===== config.mk =====
export PLATFORM = sky130hd
export DESIGN_NAME = boost_group_max_tracker
export DESIGN_NICKNAME = d
export VERILOG_FILES = /design/src/sv/bgmt_pkg.sv /design/src/sv/boost_group_max_tracker.sv /design/src/sv/bgmt_slot_ram.sv /design/src/sv/bgmt_seq.sv
export SDC_FILE = /design/constraint.sdc
export NUM_CORES = 2
export LEC_CHECK = 0
export BUFFER_PORTS_ARGS = -buffer_cell sky130_fd_sc_hd__buf_2
export CAP_MARGIN = 10
export CORE_ASPECT_RATIO = 0.75
export CORE_MARGIN = 4
export CORE_UTILIZATION = 56
export DETAILED_ROUTE_END_ITERATION = 10
export GPL_TIMING_DRIVEN = 0
export PLACE_DENSITY = 0.76
export SLEW_MARGIN = 20
export SYNTH_ARGS = -nofsm -noshare
export SYNTH_HDL_FRONTEND = slang
export SYNTH_SLANG_ARGS = --single-unit

===== constraint.sdc =====
create_clock -name clk -period 10.15 [get_ports clk]
set_input_delay 2.03 -clock clk [delete_from_list [all_inputs] [get_ports clk]]
set_output_delay 2.03 -clock clk [all_outputs]
set_load 0.02 [all_outputs]

===== src/sv/bgmt_pkg.sv =====
// Shared types, codes and constants of the boost group maximum tracker.
package bgmt_pkg;

  localparam int DEF_NUM_GROUPS      = 6;
  localparam int DEF_TASK_COUNT_BITS = 16;

  localparam int GROUP_W = 3;
  localparam int BOOST_W = 7;
  localparam int STAMP_W = 64;
  localparam int HOLD_W  = 32;
  localparam int STATUS_W = 2;
  localparam int REQ_W   = 3;

  localparam logic [HOLD_W-1:0]  HOLD_RESET  = 32'd50000000;
  localparam logic [BOOST_W-1:0] BOOST_LIMIT = 7'd100;

  // Request kinds.
  localparam logic [REQ_W-1:0] REQ_SET_BOOST = 3'd0;
  localparam logic [REQ_W-1:0] REQ_ENQUEUE   = 3'd1;
  localparam logic [REQ_W-1:0] REQ_DEQUEUE   = 3'd2;
  localparam logic [REQ_W-1:0] REQ_CREATE    = 3'd3;
  localparam logic [REQ_W-1:0] REQ_RELEASE   = 3'd4;

  // Result status codes.
  localparam logic [STATUS_W-1:0] ST_OK        = 2'd0;
  localparam logic [STATUS_W-1:0] ST_BAD_BOOST = 2'd1;
  localparam logic [STATUS_W-1:0] ST_NO_FREE   = 2'd2;
  localparam logic [STATUS_W-1:0] ST_BAD_INDEX = 2'd3;

  // Configuration register indexes.
  localparam logic CFG_HOLD_TIME = 1'b0;
  localparam logic CFG_HOLD_ALL  = 1'b1;

  typedef struct packed {
    logic [STAMP_W-1:0]  max_boost_stamp;
    logic [BOOST_W-1:0]  max_boost;
    logic [GROUP_W-1:0]  new_group;
    logic [STATUS_W-1:0] status;
  } res_t;

endpackage


===== src/sv/boost_group_max_tracker.sv =====
// Top level of the boost group maximum tracker: config, slot memory, sequencer, output stage.
//
// The block keeps a table of NUM_GROUPS boost groups in a single-port-read synchronous
// memory and reports, after every request item, the largest boost among the active groups
// together with its stamp. Items are handled one at a time. A request that needs no
// recompute is handled in the accept cycle, which issues the memory read of the addressed
// slot, then in the next cycle, which modifies and writes it back, and then in the output
// state, which hands the result to the output register. A recompute of the maximum reads
// every slot through the one memory read port, one slot per cycle, in a scan state that
// lies between the modify state and the output state. The output
// register holds a finished result while the next item is accepted. Slot memory entries read
// as zero until first written, so no clearing pass follows reset. Configuration writes take
// effect at the next clock edge and are meant to be made while the block is idle.
module boost_group_max_tracker #(
  parameter int NUM_GROUPS      = bgmt_pkg::DEF_NUM_GROUPS,
  parameter int TASK_COUNT_BITS = bgmt_pkg::DEF_TASK_COUNT_BITS
) (
  input  logic                           clk,
  input  logic                           rst_n,
  // Request channel.
  input  logic                           in_tvalid,
  output logic                           in_tready,
  // Bits from the lowest: group_index[2:0], boost_value[10:3], task_is_rt[11],
  // now_ns[75:12], zero fill [79:76].
  input  logic [79:0]                    in_tdata,
  // Bits from the lowest: req_type[2:0].
  input  logic [bgmt_pkg::REQ_W-1:0]     in_tuser,
  // Result channel.
  output logic                           out_tvalid,
  input  logic                           out_tready,
  // Bits from the lowest: status[1:0], new_group[4:2], max_boost[11:5],
  // max_boost_stamp[75:12], zero fill [79:76].
  output logic [79:0]                    out_tdata,
  // Configuration write port.
  input  logic                           cfg_we,
  input  logic                           cfg_addr,
  input  logic [bgmt_pkg::HOLD_W-1:0]    cfg_wdata
);
  import bgmt_pkg::*;

  localparam int AW     = (NUM_GROUPS > 1) ? $clog2(NUM_GROUPS) : 1;
  localparam int WORD_W = STAMP_W + TASK_COUNT_BITS + BOOST_W;

  logic [HOLD_W-1:0] hold_time_r;
  logic              hold_all_r;

  logic              ram_we;
  logic [AW-1:0]     ram_waddr;
  logic [WORD_W-1:0] ram_wdata;
  logic [AW-1:0]     ram_raddr;
  logic [WORD_W-1:0] ram_rdata;

  logic              res_valid;
  logic              res_ready;
  res_t              res;

  logic              out_valid_r;
  res_t              out_res_r;

  // Configuration registers.
  always_ff @(posedge clk) begin
    if (!rst_n) begin
      hold_time_r <= HOLD_RESET;
      hold_all_r  <= 1'b0;
    end else if (cfg_we) begin
      case (cfg_addr)
        CFG_HOLD_TIME: hold_time_r <= cfg_wdata;
        CFG_HOLD_ALL:  hold_all_r  <= cfg_wdata[0];
        default: begin
        end
      endcase
    end
  end

  // Each memory word holds one slot: boost in the low bits, then the task count,
  // then the stamp of the last qualifying enqueue.
  bgmt_slot_ram #(
    .DEPTH (NUM_GROUPS),
    .WIDTH (WORD_W),
    .AW    (AW)
  ) u_slot_ram (
    .clk   (clk),
    .rst_n (rst_n),
    .we    (ram_we),
    .waddr (ram_waddr),
    .wdata (ram_wdata),
    .raddr (ram_raddr),
    .rdata (ram_rdata)
  );

  bgmt_seq #(
    .NUM_GROUPS      (NUM_GROUPS),
    .TASK_COUNT_BITS (TASK_COUNT_BITS),
    .AW              (AW),
    .WORD_W          (WORD_W)
  ) u_seq (
    .clk          (clk),
    .rst_n        (rst_n),
    .in_valid     (in_tvalid),
    .in_ready     (in_tready),
    .req_type     (in_tuser),
    .group_index  (in_tdata[2:0]),
    .boost_value  (in_tdata[10:3]),
    .task_is_rt   (in_tdata[11]),
    .now_ns       (in_tdata[75:12]),
    .hold_time_ns (hold_time_r),
    .hold_all     (hold_all_r),
    .ram_we       (ram_we),
    .ram_waddr    (ram_waddr),
    .ram_wdata    (ram_wdata),
    .ram_raddr    (ram_raddr),
    .ram_rdata    (ram_rdata),
    .res_valid    (res_valid),
    .res_ready    (res_ready),
    .res          (res)
  );

  // Output register: a result moves in whenever the register is empty or being drained.
  assign res_ready = !out_valid_r || out_tready;

  always_ff @(posedge clk) begin
    if (!rst_n) begin
      out_valid_r <= 1'b0;
    end else if (res_ready) begin
      out_valid_r <= res_valid;
    end
  end

  always_ff @(posedge clk) begin
    if (res_ready && res_valid) begin
      out_res_r <= res;
    end
  end

  assign out_tvalid = out_valid_r;
  assign out_tdata  = {4'b0000, out_res_r};

endmodule


===== src/sv/bgmt_slot_ram.sv =====
// Group slot memory: one write port, one registered read port, per-entry written bits.
module bgmt_slot_ram #(
  parameter int DEPTH = 6,
  parameter int WIDTH = 87,
  parameter int AW    = 3
) (
  input  logic             clk,
  input  logic             rst_n,
  input  logic             we,
  input  logic [AW-1:0]    waddr,
  input  logic [WIDTH-1:0] wdata,
  input  logic [AW-1:0]    raddr,
  output logic [WIDTH-1:0] rdata
);

  logic [WIDTH-1:0] mem [DEPTH];
  logic [DEPTH-1:0] written_r;
  logic [WIDTH-1:0] rdata_r;

  // An entry never written since reset reads as zero.
  always_ff @(posedge clk) begin
    if (!rst_n) begin
      written_r <= '0;
    end else if (we) begin
      written_r[waddr] <= 1'b1;
    end
  end

  always_ff @(posedge clk) begin
    if (we) begin
      mem[waddr] <= wdata;
    end
  end

  always_ff @(posedge clk) begin
    if (written_r[raddr]) begin
      rdata_r <= mem[raddr];
    end else begin
      rdata_r <= '0;
    end
  end

  assign rdata = rdata_r;

endmodule


===== src/sv/bgmt_seq.sv =====
// Request sequencer: read-modify-write of one slot and the recompute scan.
module bgmt_seq #(
  parameter int NUM_GROUPS      = 6,
  parameter int TASK_COUNT_BITS = 16,
  parameter int AW              = 3,
  parameter int WORD_W          = 87
) (
  input  logic                          clk,
  input  logic                          rst_n,
  input  logic                          in_valid,
  output logic                          in_ready,
  input  logic [bgmt_pkg::REQ_W-1:0]    req_type,
  input  logic [bgmt_pkg::GROUP_W-1:0]  group_index,
  input  logic [7:0]                    boost_value,
  input  logic                          task_is_rt,
  input  logic [bgmt_pkg::STAMP_W-1:0]  now_ns,
  input  logic [bgmt_pkg::HOLD_W-1:0]   hold_time_ns,
  input  logic                          hold_all,
  output logic                          ram_we,
  output logic [AW-1:0]                 ram_waddr,
  output logic [WORD_W-1:0]             ram_wdata,
  output logic [AW-1:0]                 ram_raddr,
  input  logic [WORD_W-1:0]             ram_rdata,
  output logic                          res_valid,
  input  logic                          res_ready,
  output bgmt_pkg::res_t                res
);
  import bgmt_pkg::*;

  localparam int PTR_W = $clog2(NUM_GROUPS + 1);
  localparam logic [PTR_W-1:0] PTR_END = PTR_W'(NUM_GROUPS);
  localparam logic [AW-1:0] LAST_IDX = AW'(NUM_GROUPS - 1);
  localparam logic [TASK_COUNT_BITS-1:0] TASK_MAX = {TASK_COUNT_BITS{1'b1}};

  localparam logic [1:0] S_IDLE = 2'd0;
  localparam logic [1:0] S_MOD  = 2'd1;
  localparam logic [1:0] S_SCAN = 2'd2;
  localparam logic [1:0] S_OUT  = 2'd3;

  logic [1:0]            state_r, state_nxt;
  logic [REQ_W-1:0]      req_r;
  logic [GROUP_W-1:0]    g_r;
  logic [7:0]            boost_r;
  logic                  rt_r;
  logic [STAMP_W-1:0]    now_r;
  logic [AW-1:0]         addr_r;
  logic                  free_found_r;
  logic [NUM_GROUPS-1:0] taken_r, taken_nxt;
  logic [BOOST_W-1:0]    top_boost_r, top_boost_nxt;
  logic [STAMP_W-1:0]    top_stamp_r, top_stamp_nxt;
  logic [STATUS_W-1:0]   status_r, status_nxt;
  logic [GROUP_W-1:0]    created_r, created_nxt;
  logic [PTR_W-1:0]      rd_ptr_r, rd_ptr_nxt;
  logic                  ev_valid_r;
  logic [AW-1:0]         ev_idx_r;
  logic [BOOST_W-1:0]    best_r, best_nxt;
  logic [STAMP_W-1:0]    ts_r, ts_nxt;

  logic                  accept;
  logic                  free_found;
  logic [AW-1:0]         free_idx;
  logic [BOOST_W-1:0]    cur_boost;
  logic [TASK_COUNT_BITS-1:0] cur_tasks;
  logic [STAMP_W-1:0]    cur_stamp;
  logic [STAMP_W-1:0]    age;
  logic                  active;
  logic                  in_range;
  logic                  addressed;
  logic                  bad_index;
  logic [BOOST_W-1:0]    new_boost;
  logic [TASK_COUNT_BITS-1:0] new_tasks;
  logic [STAMP_W-1:0]    new_stamp;
  logic                  recompute;

  assign in_ready = (state_r == S_IDLE);
  assign accept   = in_valid && in_ready;

  // Lowest free slot from 1 upward.
  always_comb begin
    free_found = 1'b0;
    free_idx   = '0;
    for (int s = NUM_GROUPS - 1; s >= 1; s--) begin
      if (!taken_r[s]) begin
        free_found = 1'b1;
        free_idx   = AW'(s);
      end
    end
  end

  // Fields of the word that the memory returns this cycle.
  assign cur_boost = ram_rdata[BOOST_W-1:0];
  assign cur_tasks = ram_rdata[BOOST_W +: TASK_COUNT_BITS];
  assign cur_stamp = ram_rdata[BOOST_W+TASK_COUNT_BITS +: STAMP_W];
  assign age       = now_r - cur_stamp;
  assign active    = (cur_tasks != '0) || (age <= {{(STAMP_W-HOLD_W){1'b0}}, hold_time_ns});

  assign in_range  = ({1'b0, g_r} < (GROUP_W+1)'(NUM_GROUPS));
  assign addressed = (req_r == REQ_SET_BOOST) || (req_r == REQ_ENQUEUE) ||
                     (req_r == REQ_DEQUEUE) || (req_r == REQ_RELEASE);
  assign bad_index = addressed &&
                     (!in_range || !taken_r[addr_r] ||
                      ((req_r == REQ_RELEASE) && (g_r == '0)));

  always_comb begin
    ram_raddr = '0;
    case (state_r)
      S_IDLE: begin
        if (req_type == REQ_CREATE) begin
          ram_raddr = free_idx;
        end else begin
          ram_raddr = group_index[AW-1:0];
        end
      end
      S_SCAN:  ram_raddr = rd_ptr_r[AW-1:0];
      default: ram_raddr = '0;
    endcase
  end

  always_comb begin
    state_nxt     = state_r;
    taken_nxt     = taken_r;
    top_boost_nxt = top_boost_r;
    top_stamp_nxt = top_stamp_r;
    status_nxt    = status_r;
    created_nxt   = created_r;
    rd_ptr_nxt    = rd_ptr_r;
    best_nxt      = best_r;
    ts_nxt        = ts_r;
    ram_we        = 1'b0;
    ram_waddr     = addr_r;
    new_boost     = cur_boost;
    new_tasks     = cur_tasks;
    new_stamp     = cur_stamp;
    recompute     = 1'b0;
    res_valid     = 1'b0;

    case (state_r)
      S_IDLE: begin
        if (accept) begin
          state_nxt   = S_MOD;
          status_nxt  = ST_OK;
          created_nxt = '0;
        end
      end

      S_MOD: begin
        if (bad_index) begin
          status_nxt = ST_BAD_INDEX;
        end else begin
          case (req_r)
            REQ_SET_BOOST: begin
              if (boost_r[7] || (boost_r[6:0] > BOOST_LIMIT)) begin
                status_nxt = ST_BAD_BOOST;
              end else begin
                new_boost = boost_r[6:0];
                ram_we    = 1'b1;
                if ((new_boost > top_boost_r) && active) begin
                  top_boost_nxt = new_boost;
                  top_stamp_nxt = cur_stamp;
                end else if ((top_boost_r == cur_boost) && (cur_boost > new_boost)) begin
                  recompute = 1'b1;
                end
              end
            end
            REQ_ENQUEUE: begin
              if (cur_tasks != TASK_MAX) begin
                new_tasks = cur_tasks + TASK_COUNT_BITS'(1);
              end
              if (hold_all || rt_r) begin
                new_stamp = now_r;
              end
              ram_we    = 1'b1;
              recompute = (new_tasks == TASK_COUNT_BITS'(1));
            end
            REQ_DEQUEUE: begin
              if (cur_tasks != '0) begin
                new_tasks = cur_tasks - TASK_COUNT_BITS'(1);
              end
              ram_we = 1'b1;
            end
            REQ_CREATE: begin
              if (free_found_r) begin
                taken_nxt[addr_r] = 1'b1;
                new_boost   = '0;
                new_stamp   = '0;
                ram_we      = 1'b1;
                created_nxt = GROUP_W'(addr_r);
              end else begin
                status_nxt = ST_NO_FREE;
              end
            end
            REQ_RELEASE: begin
              taken_nxt[addr_r] = 1'b0;
              new_boost = '0;
              ram_we    = 1'b1;
            end
            default: begin
            end
          endcase
        end
        rd_ptr_nxt = '0;
        state_nxt  = recompute ? S_SCAN : S_OUT;
      end

      S_SCAN: begin
        if (rd_ptr_r != PTR_END) begin
          rd_ptr_nxt = rd_ptr_r + PTR_W'(1);
        end
        if (ev_valid_r) begin
          if (ev_idx_r == '0) begin
            best_nxt = cur_boost;
            ts_nxt   = now_r;
          end else if (taken_r[ev_idx_r] && active && (cur_boost >= best_r)) begin
            best_nxt = cur_boost;
            ts_nxt   = cur_stamp;
          end
          if (ev_idx_r == LAST_IDX) begin
            top_boost_nxt = best_nxt;
            top_stamp_nxt = ts_nxt;
            state_nxt     = S_OUT;
          end
        end
      end

      S_OUT: begin
        res_valid = 1'b1;
        if (res_ready) begin
          state_nxt = S_IDLE;
        end
      end

      default: state_nxt = S_IDLE;
    endcase

    ram_wdata = {new_stamp, new_tasks, new_boost};
  end

  assign res.status          = status_r;
  assign res.new_group       = created_r;
  assign res.max_boost       = top_boost_r;
  assign res.max_boost_stamp = top_stamp_r;

  always_ff @(posedge clk) begin
    if (!rst_n) begin
      state_r     <= S_IDLE;
      taken_r     <= NUM_GROUPS'(1);
      top_boost_r <= '0;
      top_stamp_r <= '0;
      ev_valid_r  <= 1'b0;
    end else begin
      state_r     <= state_nxt;
      taken_r     <= taken_nxt;
      top_boost_r <= top_boost_nxt;
      top_stamp_r <= top_stamp_nxt;
      ev_valid_r  <= (state_r == S_SCAN) && (rd_ptr_r != PTR_END);
    end
  end

  always_ff @(posedge clk) begin
    if (accept) begin
      req_r        <= req_type;
      g_r          <= group_index;
      boost_r      <= boost_value;
      rt_r         <= task_is_rt;
      now_r        <= now_ns;
      addr_r       <= ram_raddr;
      free_found_r <= free_found;
    end
    status_r  <= status_nxt;
    created_r <= created_nxt;
    rd_ptr_r  <= rd_ptr_nxt;
    ev_idx_r  <= rd_ptr_r[AW-1:0];
    best_r    <= best_nxt;
    ts_r      <= ts_nxt;
  end

endmodule

Word-level counts from Yosys, hierarchy flattened

Memories as Yosys holds them, arrays and structs flattened. A register that Yosys moved wholly into a read port is not among the register bits.
Index checks and enable logic that the tools add are counted.

Bits in registers: 361
RAM bits: 522
Latch bits: 0
Bits in read-only memories: 0
Logic and storage cells: 204
Memories kept: 1
Input bits: 121
Output and inout port bits: 82

Memories:

| name           | depth | bits a word | rd ports | clocked after memory_dff | write ports | line                | source |
|---|---|---|---|---|---|---|---|
| u_slot_ram.mem | 6     | 87          | 1        | 1                        | 1           | bgmt_slot_ram.sv:16 | `logic [WIDTH-1:0] mem [DEPTH];` |

Reduce and logical (&&, ||, !) cells: 42
Order comparisons: 10
Equality and inequality tests: 28
$add $sub $neg: 4
Shifts and indexed selects: 0
Multipliers: 0
Bitwise operators: 6
Div/mod/pow operators: 0
Muxes and demuxes: 87

Operators with widths:

| cell                                                                         | count |
|---|---|
| 64-bit 2-to-1 mux                                                            | 12 |
| 64-bit one-hot mux with 2 select lines                                       | 2 |
| 16-bit 2-to-1 mux                                                            | 7 |
| 7-bit 2-to-1 mux                                                             | 12 |
| 64-bit by 32-bit <= comparator with 1-bit output                             | 1 |
| 64-bit subtractor                                                            | 1 |
| 3-bit 2-to-1 mux                                                             | 11 |
| 16-bit one-hot mux with 2 select lines                                       | 1 |
| 7-bit one-hot mux with 3 select lines                                        | 1 |
| 1-bit 2-to-1 mux                                                             | 18 |
| 3-bit one-hot mux with 2 select lines                                        | 3 |
| 16-bit by 1-bit adder with 16-bit output, second input constant              | 1 |
| 16-bit by 1-bit equality test with 1-bit output, second input constant       | 1 |
| 2-bit 2-to-1 mux                                                             | 8 |
| 16-bit inequality test, second input constant                                | 1 |
| 2-bit by 1-bit inequality test with 1-bit output, second input constant      | 8 |
| 16-bit nonzero test                                                          | 1 |
| 16-bit by 1-bit subtractor with 16-bit output, second input constant         | 1 |
| 7-bit > comparator                                                           | 2 |
| 7-bit one-hot mux with 2 select lines                                        | 1 |
| 3-bit by 4-bit less-than comparator with 1-bit output, second input constant | 3 |
| 6-bit OR                                                                     | 2 |
| 6-bit one-hot mux with 2 select lines                                        | 1 |
| 4-bit AND reduction                                                          | 3 |
| 36 further kinds                                                             | 75 |

Depth between registers and ports, before layout

Word-level depth: 14
Gate-level depth with buffers: 27

Hierarchy

Synthesis repeated with hierarchy kept, for this count alone.

Cells, all modules: 4066
Area, all modules: 47176.5 µm²

Modules (own cells, without submodules):

| module                  | sequential area each (µm²) | cells each | times used | area an instance (µm²) |
|---|---|---|---|---|
| bgmt_slot_ram           | 17536.8                    | 1144       | 1          | 22270.1 |
| bgmt_seq                | 6526.3                     | 2691       | 1          | 21117.8 |
| boost_group_max_tracker | 2962.8                     | 231        | 1          | 3788.6 |

Worst setup path before layout

OpenSTA, ideal clock, no wires.

Path kind: reg-to-reg
From: register u_seq.addr_r[1], in the netlist u_seq.ram_waddr[1]
To: memory u_slot_ram.mem[0][0] (enable)
Data arrival time: 10.295 ns
Setup slack: -0.896 ns
Period minus slack after synthesis: 11.046 ns
Setup time: 0.751 ns
Data required time: 9.399 ns
Cell stages (with the launch flop): 9
Cells stage by stage: edfxtp_1 clkbuf_1 or3b_2 o22a_1 a32oi_1 o21ai_0 nor2_1 nand4_1 nor4_1

Word-level cells in the longest chain between the ends: 10

Ends and longest elaborated chain:

| what                                      | line                | source |
|---|---|---|
| start, declared                           | bgmt_seq.sv:46      | `logic [AW-1:0] addr_r;` |
| start signal, assigned                    | bgmt_seq.sv:266     | `addr_r <= ram_raddr;` |
| 1-bit binary-select mux with 3-bit select | bgmt_seq.sv:101     | `(!in_range \|\| !taken_r[addr_r] \|\|` |
| 1-bit 2-to-1 mux (implied by the code)    | bgmt_seq.sv:101     |  |
| 1-bit logical NOT                         | bgmt_seq.sv:101     |  |
| 1-bit logical OR (2 in series)            | bgmt_seq.sv:101     |  |
| 1-bit logical AND                         | bgmt_seq.sv:100     | `assign bad_index = addressed &&` |
| 1-bit 2-to-1 mux                          | bgmt_seq.sv:147     | `if (bad_index) begin` |
| 1-bit 2-to-1 mux                          | bgmt_seq.sv:137     | `case (state_r)` |
| 1-bit 2-to-1 mux                          | bgmt_slot_ram.sv:30 | `if (we) begin` |
| 1-bit 2-to-1 mux (implied by the code)    | bgmt_slot_ram.sv:31 | `mem[waddr] <= wdata;` |
| end, declared                             | bgmt_slot_ram.sv:16 |  |

Parallel ways exist; a longest one is shown, timed or not. The select of a mux whose other input is x is not followed.

Final worst setup path

From: register u_seq.now_r[0]
To: register u_seq.top_stamp_r[4]

Word-level cells in the longest chain between the ends: 10
Elaborated cells on any way between the ends: 13
Those cells by class: add/sub: 1; order compare: 1; eq/ne: 1; mux: 5; reduce/logical: 5

Ends and longest elaborated chain:

| what                                               | line            | source |
|---|---|---|
| start, declared                                    | bgmt_seq.sv:45  | `logic [STAMP_W-1:0] now_r;` |
| start signal, assigned                             | bgmt_seq.sv:265 | `now_r <= now_ns;` |
| 64-bit subtractor *                                | bgmt_seq.sv:94  | `assign age = now_r - cur_stamp;` |
| 64-bit by 32-bit <= comparator with 1-bit output * | bgmt_seq.sv:95  | `assign active = (cur_tasks != '0) \|\| (age <= {{(STAMP_W-HOLD_W){1'b0}}, hold_time_ns});` |
| 1-bit logical OR *                                 | bgmt_seq.sv:95  |  |
| 1-bit logical AND (2 in series)                    | bgmt_seq.sv:213 | `end else if (taken_r[ev_idx_r] && active && (cur_boost >= best_r)) begin` |
| 64-bit 2-to-1 mux                                  | bgmt_seq.sv:213 |  |
| 64-bit 2-to-1 mux                                  | bgmt_seq.sv:210 | `if (ev_idx_r == '0) begin` |
| 64-bit 2-to-1 mux                                  | bgmt_seq.sv:217 | `if (ev_idx_r == LAST_IDX) begin` |
| 64-bit 2-to-1 mux                                  | bgmt_seq.sv:209 | `if (ev_valid_r) begin` |
| 64-bit one-hot mux with 2 select lines             | bgmt_seq.sv:137 |  |
| end signal, assigned                               | bgmt_seq.sv:254 | `top_stamp_r <= top_stamp_nxt;` |
| end, declared                                      | bgmt_seq.sv:50  | `logic [STAMP_W-1:0] top_stamp_r, top_stamp_nxt;` |

Mark *: on every way between the ends. The rest lies on a longest branch, timed or not. The select of a mux whose other input is x is not followed.
A chain may end at the register's enable or synchronous reset.

==> impl_metrics.tcl <==
set metrics [dict create \
    setup_ws_ns 2.301 \
    ys_ff_latch 970 \
    clkTransAtPathRegs_ns 0.07 \
    post_layout_nonfiller_instances 5593 \
    whs_ns 0.4196 \
    initial_utilization 0.5648 \
    end_kind "register" \
    ctsHoldBuffers 0 \
    critical_path_class "register to register" \
    p_sw_uw 7067 \
    cts_resized 0 \
    critPathBufInv 2 \
    drc_errors 0 \
    synth.distinct_cells 90 \
    path_cells "inv_1 > ha_1 > fa_1 > nand2b_1 > a21oi_2 > o21ai_1 > a311o_1 > a211oi_2 > nor2b_1 > xnor2_1 > ha_1 > nand4_1 > nor4_1 > nand3_1 > o31ai_1 > o221a_1 > and4_1 > o2111a_1 > nand4_1 > nor4b_2 > nand4_1 > nand3_1 > clkbuf_1 > a31oi_1" \
    skew_ns 0.02215 \
    dr.pass1.iters 6 \
    wl_um 141300 \
    place.gp.congestion 0.9912 \
    cts_buffers 90 \
    antenna_found_initial 6 \
    fin_crit_sh 0.7733 \
    synthesis.area_um2 45410 \
    fin_util 0.6418 \
    clkLatencyLatePin_ns 0.67 \
    startpoint_type "register" \
    cts_buffer_depth 3 \
    crit_path_max_fanout 10 \
    hold_violations 0 \
    cts.sinks 970 \
    p_int_uw 9487 \
    power_frac_comb 0.443 \
    hp-class "register to register" \
    grt_overflow 0 \
    clockPowerShare 0.212 \
    crit_path_top_delay_cell "nand3_1" \
    post_cts_buffers 0 \
    viasPerCell 6.401 \
    r2r-start "u_seq.now_r[0]" \
    rsz0062_at_grt "no" \
    die_h_um 254.6 \
    ir_drop_uv 171.4 \
    first_iter_violations 4740 \
    wl_per_cell_um 25.27 \
    dp_slack_ns 2.716 \
    placed_cells 5420 \
    p_per_area_nw_per_um2 320.8 \
    ys_seq_area_frac 0.5952 \
    switching_share 0.4269 \
    ys_warn_count 0 \
    layout_min_cycle_time_ns 7.849 \
    cts_tree "built" \
    n_fill_cell 6189 \
    dieArea_um2 85760 \
    p_seq_frac 0.345 \
    num_vias 35798 \
    cts_root_buf "clkbuf_16" \
    grt_start_max_net_pins 45 \
    crit_path_frequent_cell "nand4_1" \
    die_w_um 336.8 \
    postSynthCellCount 4122 \
    tightest_slew_ns 1.260 \
    synth_ff_type "edfxtp_1" \
    core_um2 80400 \
    r2r_setup_slack_ns 2.30 \
    arrival_ns 8.37 \
    ant_nets 0 \
    cp_top_family "simple AND/OR/NAND/NOR gates" \
    relSlewSlack 0.1600 \
    synth_edf_count 760 \
    final_nets 4700 \
    boundaryPins 203 \
    layout_commonest_cell "edfxtp_1" \
    power_leakage_uw 0.01903 \
    r2r_end "u_seq.top_stamp_r[4]" \
    fmaxAchievable_mhz 127.4 \
    rows 90 \
    power_uw 16550 \
    port_buffers 194 \
    whs_endpoint "out_tdata[2]" \
    grt_pass1_wl_um 207900 \
    setup_viol 0 \
    grt_pass1_vias 33209 \
    htreeDepth 3 \
    hold_depth 0 \
    synth.avg_cell_area_um2 11.02 \
    place_hpwl_um 101100 \
    status "completed" \
    slew_viol_final 0 \
    grt.total_usage 0.3234 \
    mostFrequentLayoutCells "edfxtp_1 (760), nand2_1 (627), nor2_1 (266), buf_2 (227)" \
    critPathMaxStageDelay_ns 0.99 \
    holdCritStartpoint "u_seq.created_r[0]" \
    rr_worst_depth 24 \
    required_ns 10.67 \
    cap_violations 0 \
    synthArstFlopShare 0 \
    syn_to_final_growth_pct 13.63 \
    drive_gt1_frac 0.1214 \
]
Yosys cell counts, types with 6 or more instances:
master | number | area share
xnor2_1 | 33 | 0.0064
nor4_1 | 9 | 0.0012
and2_1 | 15 | 0.0021
o21a_1 | 30 | 0.0050
o31ai_1 | 7 | 0.0012
o2111a_1 | 6 | 0.0015
or3_1 | 22 | 0.0030
nor2b_1 | 13 | 0.0018
o21ai_1 | 50 | 0.0055
buf_2 | 33 | 0.0036
and3_1 | 104 | 0.014
edfxtp_1 | 760 | 0.50
inv_1 | 148 | 0.012
clkbuf_1 | 205 | 0.017
nand4_1 | 45 | 0.0062
a21oi_1 | 209 | 0.023
ha_1 | 124 | 0.034
nand2b_1 | 13 | 0.0018
a31oi_1 | 178 | 0.025
nand3_1 | 104 | 0.011
dfxtp_1 | 210 | 0.093
buf_4 | 9 | 0.0015
nor2_1 | 272 | 0.022
o211ai_1 | 21 | 0.0035
o22ai_1 | 10 | 0.0014
o221ai_1 | 14 | 0.0027
a21boi_0 | 29 | 0.0048
nand2_1 | 627 | 0.052
a211oi_1 | 97 | 0.016
buf_6 | 7 | 0.0017
mux2i_1 | 164 | 0.036
xor2_1 | 21 | 0.0041
a22o_1 | 73 | 0.014
o21ai_0 | 197 | 0.022
a21o_1 | 25 | 0.0041
a21oi_2 | 64 | 0.012
buf_1 | 18 | 0.0015
nor3_1 | 40 | 0.0044
stage by stage:
step                      TNS [ns]  instance area [µm²]
final                            0                51600
after global routing             0                51590
after CTS                        0                51580
after detailed placement         0                48510
after global placement     -309.83                47720
after floorplan                  0                45430
cell type report:
| class | instances | area [µm²] | area share |
|---|---|---|---|
| inverter | 149 | 559.3 | 0.01084 |
| antenna | 6 | 15.01 | 0.0002910 |
| clock buffer | 118 | 2585 | 0.05010 |
| sequential | 970 | 27030 | 0.5238 |
| timing repair buffer | 237 | 1682 | 0.03259 |
| tap | 1058 | 1324 | 0.02565 |
| multi-input combinational | 2734 | 16770 | 0.3250 |
| clock inverter | 49 | 481.7 | 0.009335 |
| buffer | 272 | 1157 | 0.02243 |
power groups by stage:
| stage | combinational (µW) | clock (µW) | sequential (µW) |
|---|---|---|---|
| 5_1_grt | 7890 | 3690 | 5730 |
| 3_5_place_dp | 7040 | 0 | 5750 |
| 3_3_place_gp | 6820 | 0 | 5800 |
| 2_1_floorplan | 4780 | 0 | 5560 |
| 6_report | 7330 | 3510 | 5710 |
| 4_1_cts | 7110 | 3520 | 5670 |
sequential cells by signal (all words and copies together), names as in the netlist, 6 cells and up, named ones only:
| register | cells |
|---|---|
| hold_time_r | 32 |
| out_tdata | 76 |
| u_seq.best_r | 7 |
| u_seq.boost_r | 8 |
| u_seq.now_r | 64 |
| u_seq.top_boost_r | 7 |
| u_seq.top_stamp_r | 64 |
| u_seq.ts_r | 64 |
| u_slot_ram.mem | 522 |
| u_slot_ram.rdata | 87 |
| u_slot_ram.written_r | 6 |
metal layers:
metal,track usage,vias up,part of all wire
met1,0.4673,17147,0.40
met4,0.1178,0,0.038
li1,-,15923,-
met3,0.09261,319,0.14
met2,0.4679,2409,0.42
met5,0.006001,-,0
how the worst max path moves through the flow:
| stage | start | endpoint | slack (ns) | cells past startpoint |
|---|---|---|---|---|
| 2_1_floorplan | u_seq.ram_waddr[0] | u_slot_ram.mem[0][0] | 2.77 | 8 |
| 3_3_place_gp | u_seq.ram_waddr[0] | u_slot_ram.mem[0][37] | -2.54 | 8 |
| 3_5_place_dp | u_seq.now_r[0] | u_seq.top_stamp_r[4] | 2.72 | 24 |
| 4_1_cts | u_seq.now_r[0] | u_seq.top_stamp_r[4] | 2.63 | 24 |
| 5_1_grt | u_seq.now_r[0] | u_seq.top_stamp_r[62] | 2.06 | 24 |
| 6_report | u_seq.now_r[0] | u_seq.top_stamp_r[4] | 2.30 | 24 |
kinds of logic (layout without fill, tap and decap cells):
kind of cell    after synthesis  in the layout  synth area share
compound gates             1078           1078            0.1563
xor+xnor                     54             54           0.01042
fa+ha+maj                   125            125           0.03461
buf+inv                     421            825           0.03761
flops                       970            970            0.5952
mux                         169            169           0.03772
other cells                   1             10        0.00008258
simple gates               1304           1304            0.1282
No activity file was read; power rests on OpenSTA's default activity.
